===== config.mk =====
export PLATFORM = sky130hd
export DESIGN_NAME = radix_packed_digit_unpacker_unit_flat
export DESIGN_NICKNAME = d
export VERILOG_FILES = /design/src/rtl/rpdu_pkg.sv /design/src/rtl/rpdu_if.sv /design/src/rtl/radix_packed_digit_unpacker_unit.sv /design/src/rtl/rpdu_front.sv /design/src/rtl/rpdu_queue.sv /design/src/rtl/rpdu_back.sv /design/src/flat_wrapper.sv
export SDC_FILE = /design/constraint.sdc
export NUM_CORES = 1
export LEC_CHECK = 0
export BUFFER_PORTS_ARGS = -buffer_cell sky130_fd_sc_hd__clkbuf_2
export CAP_MARGIN = 0
export CORE_UTILIZATION = 50
export CTS_BUF_LIST = sky130_fd_sc_hd__clkbuf_2
export CTS_CLUSTER_DIAMETER = 50
export DETAILED_ROUTE_END_ITERATION = 6
export PLACE_DENSITY = 0.63
export SLEW_MARGIN = 20
export SYNTH_ARGS = -nofsm -noshare
export SYNTH_HDL_FRONTEND = slang
export SYNTH_SLANG_ARGS = --single-unit

===== constraint.sdc =====
create_clock -name i_clk -period 23.9 [get_ports i_clk]
set_clock_uncertainty 0.1 [all_clocks]
set_input_delay 1.195 -clock i_clk [delete_from_list [all_inputs] [get_ports i_clk]]
set_output_delay 1.195 -clock i_clk [all_outputs]
set_load 0.03 [all_outputs]

===== src/rtl/rpdu_pkg.sv =====
`timescale 1ns / 1ps
// shared constants, field widths and types of the radix digit unpacker
// no dependencies; compile first

package rpdu_pkg;

    localparam int WORD_BITS_DEF  = 32;
    localparam int COUNT_BITS_DEF = 16;

    // payload field widths
    localparam int RADIX_W  = 5;
    localparam int DPW_W    = 5;
    localparam int SAMPLE_W = 16;
    localparam int DIGIT_W  = 5;

    // most digits one word can yield (limit of the 5-bit digits_per_word field)
    localparam int MAX_DIGITS = 31;

    // dividend bits the back end retires per cycle
    localparam int CHUNK_BITS = 8;

    // entries of the queue between front and back
    localparam int QUEUE_DEPTH = 2;

    // per-word job description handed from front to back
    typedef struct packed {
        logic [RADIX_W-1:0] base;
        logic [DPW_W-1:0]   n_digits;
        logic               end_vec;
    } t_job_ctl;

    localparam int JOB_CTL_W = $bits(t_job_ctl);

    typedef enum logic [2:0] {
        ST_IDLE = 3'b001,
        ST_DIV  = 3'b010,
        ST_EMIT = 3'b100
    } t_back_state;

endpackage


===== src/rtl/rpdu_if.sv =====
`timescale 1ns / 1ps
// valid/ready channel interfaces for packed words in and digits out
// depends on rpdu_pkg

interface rpdu_in_if #(
    parameter int WORD_BITS = rpdu_pkg::WORD_BITS_DEF
);
    import rpdu_pkg::*;

    logic                 valid;
    logic                 ready;
    logic [WORD_BITS-1:0] packed_word;
    logic [RADIX_W-1:0]   radix;
    logic [DPW_W-1:0]     digits_per_word;
    logic [SAMPLE_W-1:0]  sample_count;
    logic                 first_word;

    modport source (
        output valid, packed_word, radix, digits_per_word, sample_count, first_word,
        input  ready
    );
    modport sink (
        input  valid, packed_word, radix, digits_per_word, sample_count, first_word,
        output ready
    );
endinterface

interface rpdu_out_if;
    import rpdu_pkg::*;

    logic               valid;
    logic               ready;
    logic [DIGIT_W-1:0] digit;
    logic               last_of_word;
    logic               last_of_vector;

    modport source (
        output valid, digit, last_of_word, last_of_vector,
        input  ready
    );
    modport sink (
        input  valid, digit, last_of_word, last_of_vector,
        output ready
    );
endinterface


===== src/rtl/radix_packed_digit_unpacker_unit.sv =====
`timescale 1ns / 1ps
// digits: the digits of a word come one after another from the shared divider that retires
//   8 dividend bits per cycle; the back end works on one word at a time while the queue
//   takes further words, and words that yield nothing never reach the back end
// reset: synchronous active low; clears the count, marks no vector active, empties the queue
// top level of the radix digit unpacker; depends on rpdu_pkg, rpdu_if, front, queue and back

module radix_packed_digit_unpacker_unit #(
    parameter int WORD_BITS  = rpdu_pkg::WORD_BITS_DEF,
    parameter int COUNT_BITS = rpdu_pkg::COUNT_BITS_DEF
) (
    input  logic        i_clk,
    input  logic        i_rst_n,
    rpdu_in_if.sink     i_in,
    rpdu_out_if.source  o_out
);
    import rpdu_pkg::*;

    // one queue entry: the word plus its job description
    localparam int JOB_W = WORD_BITS + JOB_CTL_W;

    logic                 push, full, q_valid, pop;
    logic [WORD_BITS-1:0] f_word;
    t_job_ctl             f_ctl, b_ctl;
    logic [JOB_W-1:0]     q_in, q_out;

    // front: handles first_word and the vector count, decides how many digits
    // each word yields and whether it closes the vector; words that yield
    // nothing never reach the queue
    rpdu_front #(
        .WORD_BITS  (WORD_BITS),
        .COUNT_BITS (COUNT_BITS)
    ) u_front (
        .i_clk   (i_clk),
        .i_rst_n (i_rst_n),
        .i_in    (i_in),
        .i_full  (full),
        .o_push  (push),
        .o_word  (f_word),
        .o_ctl   (f_ctl)
    );

    assign q_in = {f_word, f_ctl};

    // decouples word acceptance from the long-running digit extraction
    rpdu_queue #(
        .WIDTH (JOB_W),
        .DEPTH (QUEUE_DEPTH)
    ) u_queue (
        .i_clk   (i_clk),
        .i_rst_n (i_rst_n),
        .i_push  (push),
        .i_data  (q_in),
        .o_full  (full),
        .o_valid (q_valid),
        .o_data  (q_out),
        .i_pop   (pop)
    );

    assign b_ctl = t_job_ctl'(q_out[JOB_CTL_W-1:0]);

    // back: repeated divide by radix, remainder out as the digit, registered
    // output beat so the next division runs while a digit waits
    rpdu_back #(
        .WORD_BITS (WORD_BITS)
    ) u_back (
        .i_clk   (i_clk),
        .i_rst_n (i_rst_n),
        .i_valid (q_valid),
        .i_word  (q_out[JOB_W-1:JOB_CTL_W]),
        .i_ctl   (b_ctl),
        .o_pop   (pop),
        .o_out   (o_out)
    );

endmodule


===== src/rtl/rpdu_front.sv =====
`timescale 1ns / 1ps
// front end: accepts words, tracks the vector count and sizes each word's job
// depends on rpdu_pkg and rpdu_in_if

module rpdu_front #(
    parameter int WORD_BITS  = rpdu_pkg::WORD_BITS_DEF,
    parameter int COUNT_BITS = rpdu_pkg::COUNT_BITS_DEF
) (
    input  logic                 i_clk,
    input  logic                 i_rst_n,
    rpdu_in_if.sink              i_in,
    input  logic                 i_full,
    output logic                 o_push,
    output logic [WORD_BITS-1:0] o_word,
    output rpdu_pkg::t_job_ctl   o_ctl
);
    import rpdu_pkg::*;

    localparam int CMP_W = (COUNT_BITS > SAMPLE_W) ? COUNT_BITS : SAMPLE_W;

    logic [COUNT_BITS-1:0] r_count, n_count, eff_count;
    logic                  r_done, n_done, eff_done;
    logic                  accept;
    logic [MAX_DIGITS-1:0] hit;
    logic [DPW_W-1:0]      n_dig;
    logic                  any_hit;
    logic [RADIX_W-1:0]    base;

    assign i_in.ready = !i_full;
    assign accept     = i_in.valid && !i_full;

    // first word restarts the vector
    assign eff_count = i_in.first_word ? '0 : r_count;
    assign eff_done  = i_in.first_word ? 1'b0 : r_done;

    // radix zero behaves as radix one
    assign base = (i_in.radix < RADIX_W'(2)) ? RADIX_W'(1) : i_in.radix;

    // digit j ends the vector when the wrapped count after it reaches the target
    always_comb begin
        for (int j = 0; j < MAX_DIGITS; j++) begin
            hit[j] = (CMP_W'(COUNT_BITS'(eff_count + COUNT_BITS'(j + 1)))
                      >= CMP_W'(i_in.sample_count))
                     && (DPW_W'(j) < i_in.digits_per_word);
        end
    end

    // earliest ending digit wins
    always_comb begin
        n_dig = i_in.digits_per_word;
        for (int j = MAX_DIGITS - 1; j >= 0; j--) begin
            if (hit[j]) begin
                n_dig = DPW_W'(j + 1);
            end
        end
    end

    assign any_hit = |hit;

    assign o_push         = accept && !eff_done && (i_in.digits_per_word != '0);
    assign o_word         = i_in.packed_word;
    assign o_ctl.base     = base;
    assign o_ctl.n_digits = n_dig;
    assign o_ctl.end_vec  = any_hit;

    always_comb begin
        n_count = r_count;
        n_done  = r_done;
        if (accept) begin
            n_count = eff_count;
            n_done  = eff_done;
            if (o_push) begin
                n_count = COUNT_BITS'(eff_count + COUNT_BITS'(n_dig));
                n_done  = any_hit;
            end
        end
    end

    always_ff @(posedge i_clk) begin
        if (!i_rst_n) begin
            r_count <= '0;
            r_done  <= 1'b1;
        end else begin
            r_count <= n_count;
            r_done  <= n_done;
        end
    end

`ifndef ASSERT_OFF
    a_job_size: assert property (@(posedge i_clk) disable iff (!i_rst_n)
        o_push |-> (o_ctl.n_digits != '0) && (o_ctl.n_digits <= i_in.digits_per_word))
        else $error("job digit count out of range");

    a_full_word: assert property (@(posedge i_clk) disable iff (!i_rst_n)
        o_push && !o_ctl.end_vec |-> o_ctl.n_digits == i_in.digits_per_word)
        else $error("open vector job shorter than the word");

    a_done_cause: assert property (@(posedge i_clk) disable iff (!i_rst_n)
        $rose(r_done) |-> $past(o_push && o_ctl.end_vec))
        else $error("vector closed without an ending job");
`endif

endmodule


===== src/rtl/rpdu_queue.sv =====
`timescale 1ns / 1ps
// short first-in first-out job queue between front and back
// depends on rpdu_pkg for the default depth

module rpdu_queue #(
    parameter int WIDTH = 1,
    parameter int DEPTH = rpdu_pkg::QUEUE_DEPTH
) (
    input  logic             i_clk,
    input  logic             i_rst_n,
    input  logic             i_push,
    input  logic [WIDTH-1:0] i_data,
    output logic             o_full,
    output logic             o_valid,
    output logic [WIDTH-1:0] o_data,
    input  logic             i_pop
);
    localparam int PTR_W = (DEPTH > 1) ? $clog2(DEPTH) : 1;
    localparam int CNT_W = $clog2(DEPTH + 1);

    logic [WIDTH-1:0] r_mem [DEPTH];
    logic [PTR_W-1:0] r_wr, n_wr, r_rd, n_rd;
    logic [CNT_W-1:0] r_cnt, n_cnt;
    logic             do_push, do_pop;

    assign o_full  = (r_cnt == CNT_W'(DEPTH));
    assign o_valid = (r_cnt != '0);
    assign o_data  = r_mem[r_rd];
    assign do_push = i_push && !o_full;
    assign do_pop  = i_pop && o_valid;

    always_comb begin
        n_wr  = r_wr;
        n_rd  = r_rd;
        n_cnt = r_cnt;
        if (do_push) begin
            n_wr = (r_wr == PTR_W'(DEPTH - 1)) ? '0 : PTR_W'(r_wr + PTR_W'(1));
        end
        if (do_pop) begin
            n_rd = (r_rd == PTR_W'(DEPTH - 1)) ? '0 : PTR_W'(r_rd + PTR_W'(1));
        end
        if (do_push && !do_pop) begin
            n_cnt = CNT_W'(r_cnt + CNT_W'(1));
        end else if (do_pop && !do_push) begin
            n_cnt = CNT_W'(r_cnt - CNT_W'(1));
        end
    end

    always_ff @(posedge i_clk) begin
        if (!i_rst_n) begin
            r_wr  <= '0;
            r_rd  <= '0;
            r_cnt <= '0;
        end else begin
            r_wr  <= n_wr;
            r_rd  <= n_rd;
            r_cnt <= n_cnt;
        end
    end

    always_ff @(posedge i_clk) begin
        if (do_push) begin
            r_mem[r_wr] <= i_data;
        end
    end

`ifndef ASSERT_OFF
    a_no_overflow: assert property (@(posedge i_clk) disable iff (!i_rst_n)
        i_push |-> !o_full)
        else $error("push into a full job queue");

    a_full_has_data: assert property (@(posedge i_clk) disable iff (!i_rst_n)
        o_full |-> o_valid)
        else $error("full job queue reports no data");

    a_count_bound: assert property (@(posedge i_clk) disable iff (!i_rst_n)
        r_cnt <= CNT_W'(DEPTH))
        else $error("job queue count above depth");
`endif

endmodule


===== src/rtl/rpdu_back.sv =====
`timescale 1ns / 1ps
// back end: iterative divide by radix, one digit per division, output register
// depends on rpdu_pkg and rpdu_out_if

module rpdu_back #(
    parameter int WORD_BITS = rpdu_pkg::WORD_BITS_DEF
) (
    input  logic                 i_clk,
    input  logic                 i_rst_n,
    input  logic                 i_valid,
    input  logic [WORD_BITS-1:0] i_word,
    input  rpdu_pkg::t_job_ctl   i_ctl,
    output logic                 o_pop,
    rpdu_out_if.source           o_out
);
    import rpdu_pkg::*;

    localparam int STEPS  = (WORD_BITS + CHUNK_BITS - 1) / CHUNK_BITS;
    localparam int PAD_W  = STEPS * CHUNK_BITS;
    localparam int STEP_W = (STEPS > 1) ? $clog2(STEPS) : 1;

    t_back_state          r_state, n_state;
    logic [PAD_W-1:0]     r_wsh, n_wsh, r_quo, n_quo;
    logic [RADIX_W-1:0]   r_rem, n_rem, r_base, n_base;
    logic [DPW_W-1:0]     r_left, n_left;
    logic                 r_end, n_end;
    logic [STEP_W-1:0]    r_step, n_step;
    logic                 r_out_valid, n_out_valid;
    logic [DIGIT_W-1:0]   r_out_digit, n_out_digit;
    logic                 r_out_low, n_out_low, r_out_lov, n_out_lov;

    logic                 out_free;
    logic [RADIX_W-1:0]   rem_w;
    logic [RADIX_W:0]     trial;
    logic [CHUNK_BITS-1:0] q_chunk;

    assign out_free = !r_out_valid || o_out.ready;
    assign o_pop    = (r_state == ST_IDLE);

    // restoring long division of the top chunk, one bit per step
    always_comb begin
        rem_w   = r_rem;
        q_chunk = '0;
        trial   = '0;
        for (int b = CHUNK_BITS - 1; b >= 0; b--) begin
            trial = {rem_w, r_wsh[PAD_W - CHUNK_BITS + b]};
            if (trial >= {1'b0, r_base}) begin
                q_chunk[b] = 1'b1;
                rem_w      = RADIX_W'(trial - {1'b0, r_base});
            end else begin
                rem_w = RADIX_W'(trial);
            end
        end
    end

    always_comb begin
        n_state     = r_state;
        n_wsh       = r_wsh;
        n_quo       = r_quo;
        n_rem       = r_rem;
        n_base      = r_base;
        n_left      = r_left;
        n_end       = r_end;
        n_step      = r_step;
        n_out_valid = r_out_valid && !o_out.ready;
        n_out_digit = r_out_digit;
        n_out_low   = r_out_low;
        n_out_lov   = r_out_lov;
        unique case (r_state)
            ST_IDLE: begin
                if (i_valid) begin
                    n_wsh   = PAD_W'(i_word);
                    n_base  = i_ctl.base;
                    n_left  = i_ctl.n_digits;
                    n_end   = i_ctl.end_vec;
                    n_rem   = '0;
                    n_step  = '0;
                    n_state = ST_DIV;
                end
            end
            ST_DIV: begin
                n_wsh  = r_wsh << CHUNK_BITS;
                n_quo  = (r_quo << CHUNK_BITS) | PAD_W'(q_chunk);
                n_rem  = rem_w;
                n_step = STEP_W'(r_step + STEP_W'(1));
                if (r_step == STEP_W'(STEPS - 1)) begin
                    n_state = ST_EMIT;
                end
            end
            ST_EMIT: begin
                if (out_free) begin
                    n_out_valid = 1'b1;
                    n_out_digit = DIGIT_W'(r_rem);
                    n_out_low   = (r_left == DPW_W'(1));
                    n_out_lov   = r_end && (r_left == DPW_W'(1));
                    if (r_left == DPW_W'(1)) begin
                        n_state = ST_IDLE;
                    end else begin
                        // quotient becomes the dividend of the next digit
                        n_wsh   = r_quo;
                        n_rem   = '0;
                        n_step  = '0;
                        n_left  = DPW_W'(r_left - DPW_W'(1));
                        n_state = ST_DIV;
                    end
                end
            end
            default: begin
                n_state = ST_IDLE;
            end
        endcase
    end

    always_ff @(posedge i_clk) begin
        if (!i_rst_n) begin
            r_state     <= ST_IDLE;
            r_out_valid <= 1'b0;
        end else begin
            r_state     <= n_state;
            r_out_valid <= n_out_valid;
        end
    end

    always_ff @(posedge i_clk) begin
        r_wsh       <= n_wsh;
        r_quo       <= n_quo;
        r_rem       <= n_rem;
        r_base      <= n_base;
        r_left      <= n_left;
        r_end       <= n_end;
        r_step      <= n_step;
        r_out_digit <= n_out_digit;
        r_out_low   <= n_out_low;
        r_out_lov   <= n_out_lov;
    end

    assign o_out.valid          = r_out_valid;
    assign o_out.digit          = r_out_digit;
    assign o_out.last_of_word   = r_out_low;
    assign o_out.last_of_vector = r_out_lov;

`ifndef ASSERT_OFF
    a_busy_has_digits: assert property (@(posedge i_clk) disable iff (!i_rst_n)
        r_state != ST_IDLE |-> r_left != '0)
        else $error("back end busy with no digits left");

    a_rem_bound: assert property (@(posedge i_clk) disable iff (!i_rst_n)
        r_state == ST_DIV |-> r_rem < r_base)
        else $error("partial remainder not below radix");

    a_vec_ends_word: assert property (@(posedge i_clk) disable iff (!i_rst_n)
        o_out.valid && o_out.last_of_vector |-> o_out.last_of_word)
        else $error("vector end not flagged as word end");
`endif

endmodule


===== src/flat_wrapper.sv =====
// flat-port wrapper written by rule: the top's interface ports become plain ports
module radix_packed_digit_unpacker_unit_flat import rpdu_pkg::*;
#(
    parameter int WORD_BITS  = rpdu_pkg::WORD_BITS_DEF,
    parameter int COUNT_BITS = rpdu_pkg::COUNT_BITS_DEF
)
  (i_clk, i_rst_n, i_in_valid, i_in_packed_word, i_in_radix, i_in_digits_per_word, i_in_sample_count, i_in_first_word, i_in_ready, o_out_valid, o_out_digit, o_out_last_of_word, o_out_last_of_vector, o_out_ready);
  rpdu_in_if #(.WORD_BITS(WORD_BITS)) i_in_i ();
  rpdu_out_if o_out_i ();
  input  logic i_clk;
  input  logic i_rst_n;
  input wire logic [$bits(i_in_i.valid)-1:0] i_in_valid;
  input wire logic [$bits(i_in_i.packed_word)-1:0] i_in_packed_word;
  input wire logic [$bits(i_in_i.radix)-1:0] i_in_radix;
  input wire logic [$bits(i_in_i.digits_per_word)-1:0] i_in_digits_per_word;
  input wire logic [$bits(i_in_i.sample_count)-1:0] i_in_sample_count;
  input wire logic [$bits(i_in_i.first_word)-1:0] i_in_first_word;
  output wire logic [$bits(i_in_i.ready)-1:0] i_in_ready;
  output wire logic [$bits(o_out_i.valid)-1:0] o_out_valid;
  output wire logic [$bits(o_out_i.digit)-1:0] o_out_digit;
  output wire logic [$bits(o_out_i.last_of_word)-1:0] o_out_last_of_word;
  output wire logic [$bits(o_out_i.last_of_vector)-1:0] o_out_last_of_vector;
  input wire logic [$bits(o_out_i.ready)-1:0] o_out_ready;
  assign i_in_i.valid = i_in_valid;
  assign i_in_i.packed_word = i_in_packed_word;
  assign i_in_i.radix = i_in_radix;
  assign i_in_i.digits_per_word = i_in_digits_per_word;
  assign i_in_i.sample_count = i_in_sample_count;
  assign i_in_i.first_word = i_in_first_word;
  assign i_in_ready = i_in_i.ready;
  assign o_out_valid = o_out_i.valid;
  assign o_out_digit = o_out_i.digit;
  assign o_out_last_of_word = o_out_i.last_of_word;
  assign o_out_last_of_vector = o_out_i.last_of_vector;
  assign o_out_i.ready = o_out_ready;
  radix_packed_digit_unpacker_unit #(.WORD_BITS(WORD_BITS), .COUNT_BITS(COUNT_BITS)) u_core (.i_clk(i_clk), .i_rst_n(i_rst_n), .i_in(i_in_i), .o_out(o_out_i));
endmodule

==> impl_metrics.ini, run 1 <==
[worst_setup_path]
crit_buf_inv = 7
cp.required_ns = 24.27
cpMaxStageDelayCell = edfxtp_1
startpoint = u_core.u_back.r_base[1]$_DFFE_PP_
worstSetupPathType = reg2reg
worstPathArrival_ns = 17.25
regToRegEndpoint = u_core.u_back.r_rem[2]$_SDFFCE_PN0P_
crit_cells = 67
cp_top_family = compound AO/OA/AOI/OAI gates
endpoint_kind = flop
crit_fanout = 12
crit_path_frequent_cell = o21ai_0
crit_end = u_core.u_back.r_rem[2]$_SDFFCE_PN0P_
r2r_slack_ns = 7.02
r2r-start = u_core.u_back.r_base[1]$_DFFE_PP_
cpPeakStageDelay_ns = 0.75
worstRegToRegCells = 67
worstSetupStartpointType = flop

[synthesis]
yosys_warnings = 0
synth_seq_area_share_pct = 23.2
synth_ff_type = edfxtp_1
synth_area_um2 = 24900
ys_types = 86
syn-mean-instance-area_um2 = 8.82
ys_ff_latch = 201
syn-num-nets = 3365
synthArstFlopShare_pct = 0
synth_edf_count = 175
netlist_instances = 2823

[clock_network]
worstSkewPairLatency_ns = 0.76
cts_buffers = 42
clkTransAtPathRegs_ns = 0.12
clockRootBuffer = clkbuf_2
holdBufCountCts = 0
ctsResizeCount = 0
clockBufferDepth = 3
numClockSinks = 201
cts_max_level = 2
postCtsSetupBuffers = 0
tritoncts = yes

[placement]
hpwlAfterDp_um = 64500
place_inst = 3509
routabilityCongestion = 1.01
io_buffers = 71

[sta]
worst_pin_slew_ns = 1.17
rsz0062_at_grt = no
fin_crit_ns = 16.88
maxSlewHeadroom_pct = 22.1
setup_tns_ns = 0
fmax_ghz = 0.0592
final_min_period_over_clock_period_pct = 70.6
final_hold_viol_count = 0
slew_viol_final = 0
finalSetupViolations = 0

[finish]
fillers = 4731
drive_above_1_share_pct = 8.64
fin_cells = 3580
fin_nets = 3431
syn_to_final_growth_pct = 6.70
post-route-util_pct = 54.1

[grt]
grt_start_max_net_pins = 62
grt_usage_pct = 36.7
grt_pass1_vias = 22316
grt-ovfl-total = 0
grt_pass1_wl_um = 138000
antenna_found_initial = 4

[floorplanning]
rows = 81
initial_core_util_pct = 50.7
coreArea_um2 = 49100
die_h_um = 225
dieWidth_um = 225
ioPinCount = 72
dieArea_um2 = 50700

[status]
outcome = completed

[job]
cap_viol_max_count = 0

[route]
wl_per_cell_um = 26.1
via_per_inst = 6.27
routed_wl_um = 93300
firstDrtPassIters = 6
drc = 0
drt-initial-drc-count = 2114
drtAntennaViolNets = 0
via_count = 22432

[worst_hold_path]
min_path_type = reg2reg
## how the worst min path moves through the flow
stage,start,endpoint,depth (start not counted)
finish,u_core.u_back.r_quo[10]$_DFFE_PP_,u_core.u_back.r_quo[18]$_DFFE_PP_,0
floorplan,u_core.u_back.r_quo[2]$_DFFE_PP_,u_core.u_back.r_quo[10]$_DFFE_PP_,0
detailed placement,u_core.u_back.r_quo[21]$_DFFE_PP_,u_core.u_back.r_quo[29]$_DFFE_PP_,0
global route,u_core.u_back.r_quo[10]$_DFFE_PP_,u_core.u_back.r_quo[18]$_DFFE_PP_,0
CTS,u_core.u_back.r_quo[10]$_DFFE_PP_,u_core.u_back.r_quo[18]$_DFFE_PP_,0
global placement,u_core.u_back.r_quo[17]$_DFFE_PP_,u_core.u_back.r_quo[25]$_DFFE_PP_,0
## cells in the mapped netlist, types with 21 or more instances
| master | n | area [um^2] |
|---|---|---|
| nor3_1 | 50 | 250 |
| o21ai_0 | 136 | 681 |
| dfxtp_1 | 26 | 521 |
| a21oi_1 | 153 | 766 |
| nor2b_1 | 50 | 313 |
| xnor2_1 | 277 | 2430 |
| nor2_1 | 221 | 830 |
| ha_1 | 470 | 5880 |
| a21o_1 | 141 | 1060 |
| a22oi_1 | 29 | 218 |
| xor2_1 | 118 | 1030 |
| nand3_1 | 43 | 215 |
| and2_1 | 27 | 169 |
| a211oi_1 | 22 | 165 |
| o21a_1 | 34 | 255 |
| nand2_1 | 259 | 972 |
| edfxtp_1 | 175 | 5260 |
| a31oi_1 | 21 | 131 |
| nand2b_1 | 25 | 156 |
| clkbuf_1 | 94 | 353 |
| mux2i_1 | 47 | 470 |
| inv_1 | 117 | 439 |
| nand4_1 | 49 | 307 |
## cells in the final DEF, fill, tap and decap left out, types with 41 or more instances in the layout
cell type | synthesis | routed
nor2_1 | 221 | 219
nor3_1 | 50 | 50
nand2_1 | 259 | 256
inv_1 | 117 | 116
mux2i_1 | 47 | 47
a21oi_1 | 153 | 153
nor2b_1 | 50 | 41
nand4_1 | 49 | 49
xor2_1 | 118 | 118
xnor2_1 | 277 | 277
clkbuf_2 | 1 | 127
ha_1 | 470 | 469
buf_4 | 0 | 62
a21o_1 | 141 | 141
edfxtp_1 | 175 | 175
o21ai_0 | 136 | 136
nand3_1 | 43 | 43
## routing by layer
layer	up-vias	share of wire, %	track usage [%]
met5	-	0.044	0
met4	6	8.7	28.2
met3	424	8.7	7.37
met2	1118	45	59.7
met1	10556	38	42.6
li1	10328	-	-
## final cells by class
class	instances	area (um^2)	share of cell area [%]
Tap cell	664	831	3.13
Clock buffer	56	280	1.06
Sequential cell	201	5780	21.8
Multi-Input combinational cell	2386	18300	68.9
Clock inverter	14	86.3	0.325
Antenna cell	1	2.50	0.00942
Timing Repair Buffer	133	821	3.09
Inverter	125	472	1.78
## sequential cells by signal, summed over array words and instances, names as in the netlist, named ones only
name	count
u_core.u_queue.r_wr	1
u_core.u_back.r_wsh	32
u_core.u_back.o_out.last_of_word	1
u_core.u_back.r_step	2
u_core.u_queue.r_rd	1
u_core.u_front.r_count	16
u_core.u_back.r_left	5
u_core.u_queue.r_mem	86
u_core.u_back.r_rem	5
u_core.u_back.o_out.valid	1
u_core.u_back.r_end	1
u_core.u_back.o_out.digit	5
u_core.u_back.r_base	5
u_core.u_queue.r_cnt	2
u_core.u_back.r_quo	32
u_core.u_back.o_out.last_of_vector	1
u_core.u_back.r_state	3
u_core.u_front.r_done	1
## worst register-to-register path: cells and delay by family, from the launching register on
kind	cells	cell delay [ns]
buf+inv	7	1.24
simple gates	18	3.10
compound gates	30	6.93
flops	1	0.75
fa+ha+maj	8	3.03
mux	4	1.48
## kinds of logic after synthesis
logic type | synth area share, %
AND/OR/NAND/NOR | 14.7
AO/OA/AOI/OAI | 17.7
adder cells (fa/ha/maj) | 24.3
XOR/XNOR | 13.9
buffers and inverters | 3.64
flip-flops | 23.2
multiplexers | 2.45
## per-stage QoR
stage	hold WS (ns)	instance area (um^2)	setup slack (ns)
floorplan	0.326	24900	9.74
global placement	0.329	26200	7.28
detailed placement	0.334	26200	7.01
CTS	0.360	26600	6.92
global route	0.361	26600	5.32
finish	0.327	26600	7.02
Power of run 1 is left out: the tool's default activity adds up to more than one toggle a clock period on the data nets, which glitch-free logic cannot reach.
==> inputs of run 2 (changes only) <==
--- a/config.mk
+++ b/config.mk
@@ -5,6 +5,7 @@
 export SDC_FILE = /design/constraint.sdc
 export NUM_CORES = 1
 export LEC_CHECK = 0
+export ABC_AREA = 1
 export BUFFER_PORTS_ARGS = -buffer_cell sky130_fd_sc_hd__clkbuf_2
 export CAP_MARGIN = 0
 export CORE_UTILIZATION = 50
==> constraint.sdc (replaced) <==
create_clock -name i_clk -period 17.1 [get_ports i_clk]
set_clock_uncertainty 0.1 [all_clocks]
set_input_delay 0.855 -clock i_clk [delete_from_list [all_inputs] [get_ports i_clk]]
set_output_delay 0.855 -clock i_clk [all_outputs]
set_load 0.03 [all_outputs]
==> impl_metrics.ini, run 2 <==
[synthesis]
synth_top_area_cell = ha_1
netlist_instances = 3210
synthArstFlopShare_pct = 0
syn-mean-instance-area_um2 = 7.75
synth_area_um2 = 24900
yosys-top-cells-count = nand2_1 (605), ha_1 (470), inv_1 (352), xor2_1 (349), nor2_1 (337)
syn-num-nets = 3752
synth_ff_type = edfxtp_1
ys_types = 61
synth_area_leaders = ha_1 (24%), edfxtp_1 (21%), xor2_1 (12%), nand2_1 (9.1%), inv_1 (5.3%)
synth_top_area_share_pct = 23.6
synth_seq_area_share_pct = 23.2
synth_edf_count = 175
ys_ff_latch = 201
yosys_warnings = 0
synth.most_common_cell = nand2_1

[floorplanning]
coreArea_um2 = 49100
die_h_um = 225
initial_core_util_pct = 50.7
dieWidth_um = 225
rows = 81
ioPinCount = 72
dieArea_um2 = 50700

[placement]
hpwlAfterDp_um = 66400
dpl_cell_area_um2 = 26300
place_inst = 3927
routabilityCongestion = 1.02
io_buffers = 71
pre_cts_slack_ns = 3.41

[finish]
layout_commonest_cell = nand2_1
largest_register_ffs = 86
regMostFlops = u_core.u_queue.r_mem
drive_above_1_share_pct = 7.94
final_cell_mix = nand2_1 (605), ha_1 (470), inv_1 (352)
fin_cells = 4016
syn_to_final_growth_pct = 7.50
fillers = 4833
design_area_um2 = 26800
largest_registers = u_core.u_queue.r_mem: 86 flops, u_core.u_back.r_quo: 32 flops, u_core.u_back.r_wsh: 32 flops
fin_nets = 3855

[grt]
grt_pass1_vias = 22904
grt_start_max_net_pins = 60
grt_pass1_wl_um = 139000
grt-ovfl-total = 0
grt_usage_pct = 36.7
antenna_found_initial = 4

[worst_setup_path]
worstSetupStartpointType = flop
crit_fanout = 11
crit_buf_inv = 8
cp_top_family = compound AO/OA/AOI/OAI gates
worstPathArrival_ns = 14.11
cp.required_ns = 17.52
cpMaxStageDelayCell = edfxtp_1
crit_path_frequent_cell = o21ai_0
worstSetupPathType = reg2reg
endpoint_kind = flop
cpPeakStageDelay_ns = 0.69

[sta]
post-route-worst-setup-slack_ns = 3.42
fin_crit_ns = 13.68
final_hold_viol_count = 0
maxSlewHeadroom_pct = 23.8
rsz0062_at_grt = no
worst_pin_slew_ns = 1.13
final_min_period_over_clock_period_pct = 80.0
finalSetupViolations = 0
fmax_ghz = 0.0731
setup_tns_ns = 0
slew_viol_final = 0

[route]
drc = 0
drt-initial-drc-count = 1678
wl_per_cell_um = 23.4
drtAntennaViolNets = 0
firstDrtPassIters = 6
via_per_inst = 5.91
routed_wl_um = 93800
via_count = 23730

[clock_network]
clockBufferDepth = 3
cts_max_level = 2
postCtsSetupBuffers = 0
ctsResizeCount = 0
tritoncts = yes
clockRootBuffer = clkbuf_2
clkTransAtPathRegs_ns = 0.12
holdBufCountCts = 0
cts_buffers = 48
numClockSinks = 201
worstSkewPairLatency_ns = 0.80

[worst_hold_path]
min_path_type = in2reg

[status]
outcome = completed

[job]
cap_viol_max_count = 0
==> run 2: changes by cell type after synthesis, sizes merged, moves of 31 or more <==
cell | previous run | this run
nand2 | 260 | 614
xnor2 | 277 | 17
inv | 123 | 360
xor2 | 118 | 349
a21o | 141 | 3
nor2 | 221 | 342
a21oi | 153 | 248
nor2b | 50 | 0
mux2i | 48 | 0
clkbuf | 95 | 61
o21ai | 141 | 172
==> run 2: worst paths after layout <==
path,end,depth (start not counted),slack [ns],startpoint
max,u_core.u_back.r_rem[4]$_SDFFCE_PN0P_,60,3.42,u_core.u_back.r_base[1]$_DFFE_PP_
min,u_core.u_queue.r_mem[0][17]$_DFFE_PP_,1,0.14,i_in_packed_word[6]
max reg2reg,u_core.u_back.r_rem[4]$_SDFFCE_PN0P_,60,3.42,u_core.u_back.r_base[1]$_DFFE_PP_
min reg2reg,u_core.u_back.r_quo[19]$_DFFE_PP_,0,0.34,u_core.u_back.r_quo[11]$_DFFE_PP_
==> run 2: logic make-up after synthesis <==
logic type | after synthesis | share of synthesized area [%]
simple gates | 1122 | 18.5
compound gates | 591 | 14.2
fa+ha+maj | 479 | 24.3
buf+inv | 451 | 6.87
xor+xnor | 366 | 12.9
flops | 201 | 23.2
==> run 2: metal layers <==
metal / up-vias / share of wire [%] / track usage [%]
li1: 11152 / - / -
met1: 11082 / 39 / 44.0
met2: 1124 / 44 / 59.4
met3: 366 / 8.4 / 6.10
met4: 6 / 8.4 / 26.8
met5: - / 0.044 / 0
==> run 2: area by class of cell <==
cell class	count	area [um^2]	share of cell area [%]
multi-input combinational	2558	17500	65.2
clock inverter	23	148	0.552
sequential	201	5780	21.6
antenna	1	2.50	0.00935
timing repair buffer	133	821	3.07
inverter	371	1400	5.21
clock buffer	65	325	1.22
tap	664	831	3.10
==> run 2: through the flow <==
step                      hold slack (ns)  util [%]
after CTS                          0.0638      54.5
after global routing               0.0974      54.6
after global placement              0.328      53.6
final                               0.135      54.6
after detailed placement            0.334      53.6
after floorplan                     0.325         -
Power of run 2 is left out for the same reason.
==> inputs of run 3 (changes only) <==
==> constraint.sdc (replaced) <==
create_clock -name i_clk -period 13 [get_ports i_clk]
set_clock_uncertainty 0.1 [all_clocks]
set_input_delay 0.65 -clock i_clk [delete_from_list [all_inputs] [get_ports i_clk]]
set_output_delay 0.65 -clock i_clk [all_outputs]
set_load 0.03 [all_outputs]
==> impl_metrics.ini, run 3 (same netlist as run 2, synthesis figures left out) <==
[grt]
antenna_found_initial = 6
grt-ovfl-total = 0
grt_pass1_vias = 23611
grt_usage_pct = 37.1
grt_start_max_net_pins = 60
grt_pass1_wl_um = 141000

[route]
via_per_inst = 5.93
drc = 0
firstDrtPassIters = 6
wl_per_cell_um = 23.4
routed_wl_um = 94700
drtAntennaViolNets = 0
via_count = 24011
drt-initial-drc-count = 1918

[floorplanning]
dieArea_um2 = 50700
initial_core_util_pct = 50.7
coreArea_um2 = 49100
rows = 81
die_h_um = 225
dieWidth_um = 225
ioPinCount = 72

[clock_network]
tritoncts = yes
clockRootBuffer = clkbuf_2
clkTransAtPathRegs_ns = 0.13
cts_buffers = 42
clockBufferDepth = 3
worstSkewPairLatency_ns = 0.78
cts_max_level = 2
numClockSinks = 201

[sta]
final_min_period_over_clock_period_pct = 94.4
fin_crit_ns = 12.27
fmax_ghz = 0.0815
post-route-worst-setup-slack_ns = 0.731
slew_viol_final = 0
final_hold_viol_count = 0
worst_pin_slew_ns = 1.13
maxSlewHeadroom_pct = 23.9
finalSetupViolations = 0

[worst_setup_path]
worstRegToRegCells = 63
cpMaxStageDelayCell = fa_1
endpoint_kind = flop
crit_fanout = 11
cp.required_ns = 13.41
cpPeakStageDelay_ns = 0.46
worstSetupPathType = reg2reg
worstPathArrival_ns = 12.68
worstSetupStartpointType = flop

[placement]
pre_cts_slack_ns = 0.136
routabilityCongestion = 1.01
hpwlAfterDp_um = 67300
dpl_cell_area_um2 = 26300
io_buffers = 71

[job]
cap_viol_max_count = 0

[finish]
syn_to_final_growth_pct = 9.22
layout_commonest_cell = nand2_1
largest_registers = u_core.u_queue.r_mem: 86 flops, u_core.u_back.r_quo: 32 flops, u_core.u_back.r_wsh: 32 flops
fin_nets = 3899
fillers = 4766
largest_register_ffs = 86
drive_above_1_share_pct = 8.30
design_area_um2 = 27200
final_cell_mix = nand2_1 (605), ha_1 (470), inv_1 (351)
regMostFlops = u_core.u_queue.r_mem

[worst_hold_path]
whs_path_depth = 4
min_path_type = in2reg

[status]
outcome = completed
-- run 3: cell types whose count changed in the layout (fill, tap and decap cells not counted), moves of 2 or more --
cell / before / now
clkinvlp_4: 0 / 2
o31ai_2: 0 / 3
clkbuf_2: 136 / 131
diode_2: 1 / 4
o21ai_1: 11 / 14
buf_4: 62 / 75
o21ai_0: 159 / 155
a21oi_1: 247 / 245
dlygate4sd3_1: 0 / 36
clkinv_1: 27 / 17
o31ai_1: 15 / 12
a21oi_2: 1 / 3
-- run 3: worst max-delay path: cells and delay by family, from the launching register on --
family	cells	cell delay, ns
adders and majority gates	9	3.27
DFF	1	0.38
and+or+nand+nor	18	2.32
buffers and inverters	10	0.81
AOI/OAI and AO/OA	26	5.09
-- run 3: area by class of cell --
cell class | instances | area, um^2 | area share (%)
multi-input combinational | 2559 | 17500 | 64.4
sequential | 201 | 5780 | 21.2
inverter | 371 | 1400 | 5.15
timing repair buffer | 182 | 1280 | 4.70
tap | 664 | 831 | 3.06
clock buffer | 60 | 300 | 1.10
clock inverter | 11 | 73.8 | 0.272
antenna | 4 | 10.0 | 0.0368
-- run 3: path summary, 6_finish.rpt --
kind | start | to | slack [ns]
hold reg to reg | u_core.u_back.r_quo[16]$_DFFE_PP_ | u_core.u_back.r_quo[24]$_DFFE_PP_ | 0.35
setup reg to reg | u_core.u_back.r_wsh[31]$_DFFE_PP_ | u_core.u_back.r_rem[3]$_SDFFCE_PN0P_ | 0.73
hold / removal | o_out_ready | u_core.u_back.o_out.valid$_SDFF_PN0_ | 0.06
setup / recovery | u_core.u_back.r_wsh[31]$_DFFE_PP_ | u_core.u_back.r_rem[3]$_SDFFCE_PN0P_ | 0.73
-- run 3: repair_timing --
item / 4_1_cts / 5_1_grt
hold buffers: 36 / 0
hold endpoints to repair: 72 / 0
resized for setup: 0 / 15
setup endpoints to repair: 0 / 6
buffers inserted: 0 / 9
-- run 3: per-layer routing --
layer / global-route usage, % / vias to the layer above / wire [um]
li1: - / 11228 / -
met1: 44.5 / 11171 / 36500
met2: 61.9 / 1195 / 43100
met3: 4.93 / 411 / 7930
met4: 25.0 / 6 / 7070
met5: 0 / - / 37
-- run 3: stage by stage --
| step | util [%] | hold slack (ns) | TNS [ns] | cells |
|---|---|---|---|---|
| after CTS | 55.2 | 0.00104 | 0 | 4038 |
| after global placement | 53.6 | 0.332 | 0 | 3931 |
| final | 55.4 | 0.0626 | 0 | 4052 |
| after floorplan | - | 0.325 | 0 | 3210 |
| after detailed placement | 53.7 | 0.333 | 0 | 3931 |
| after global routing | 55.4 | 0.0198 | -0.119 | 4049 |
Power of run 3 is left out for the same reason.
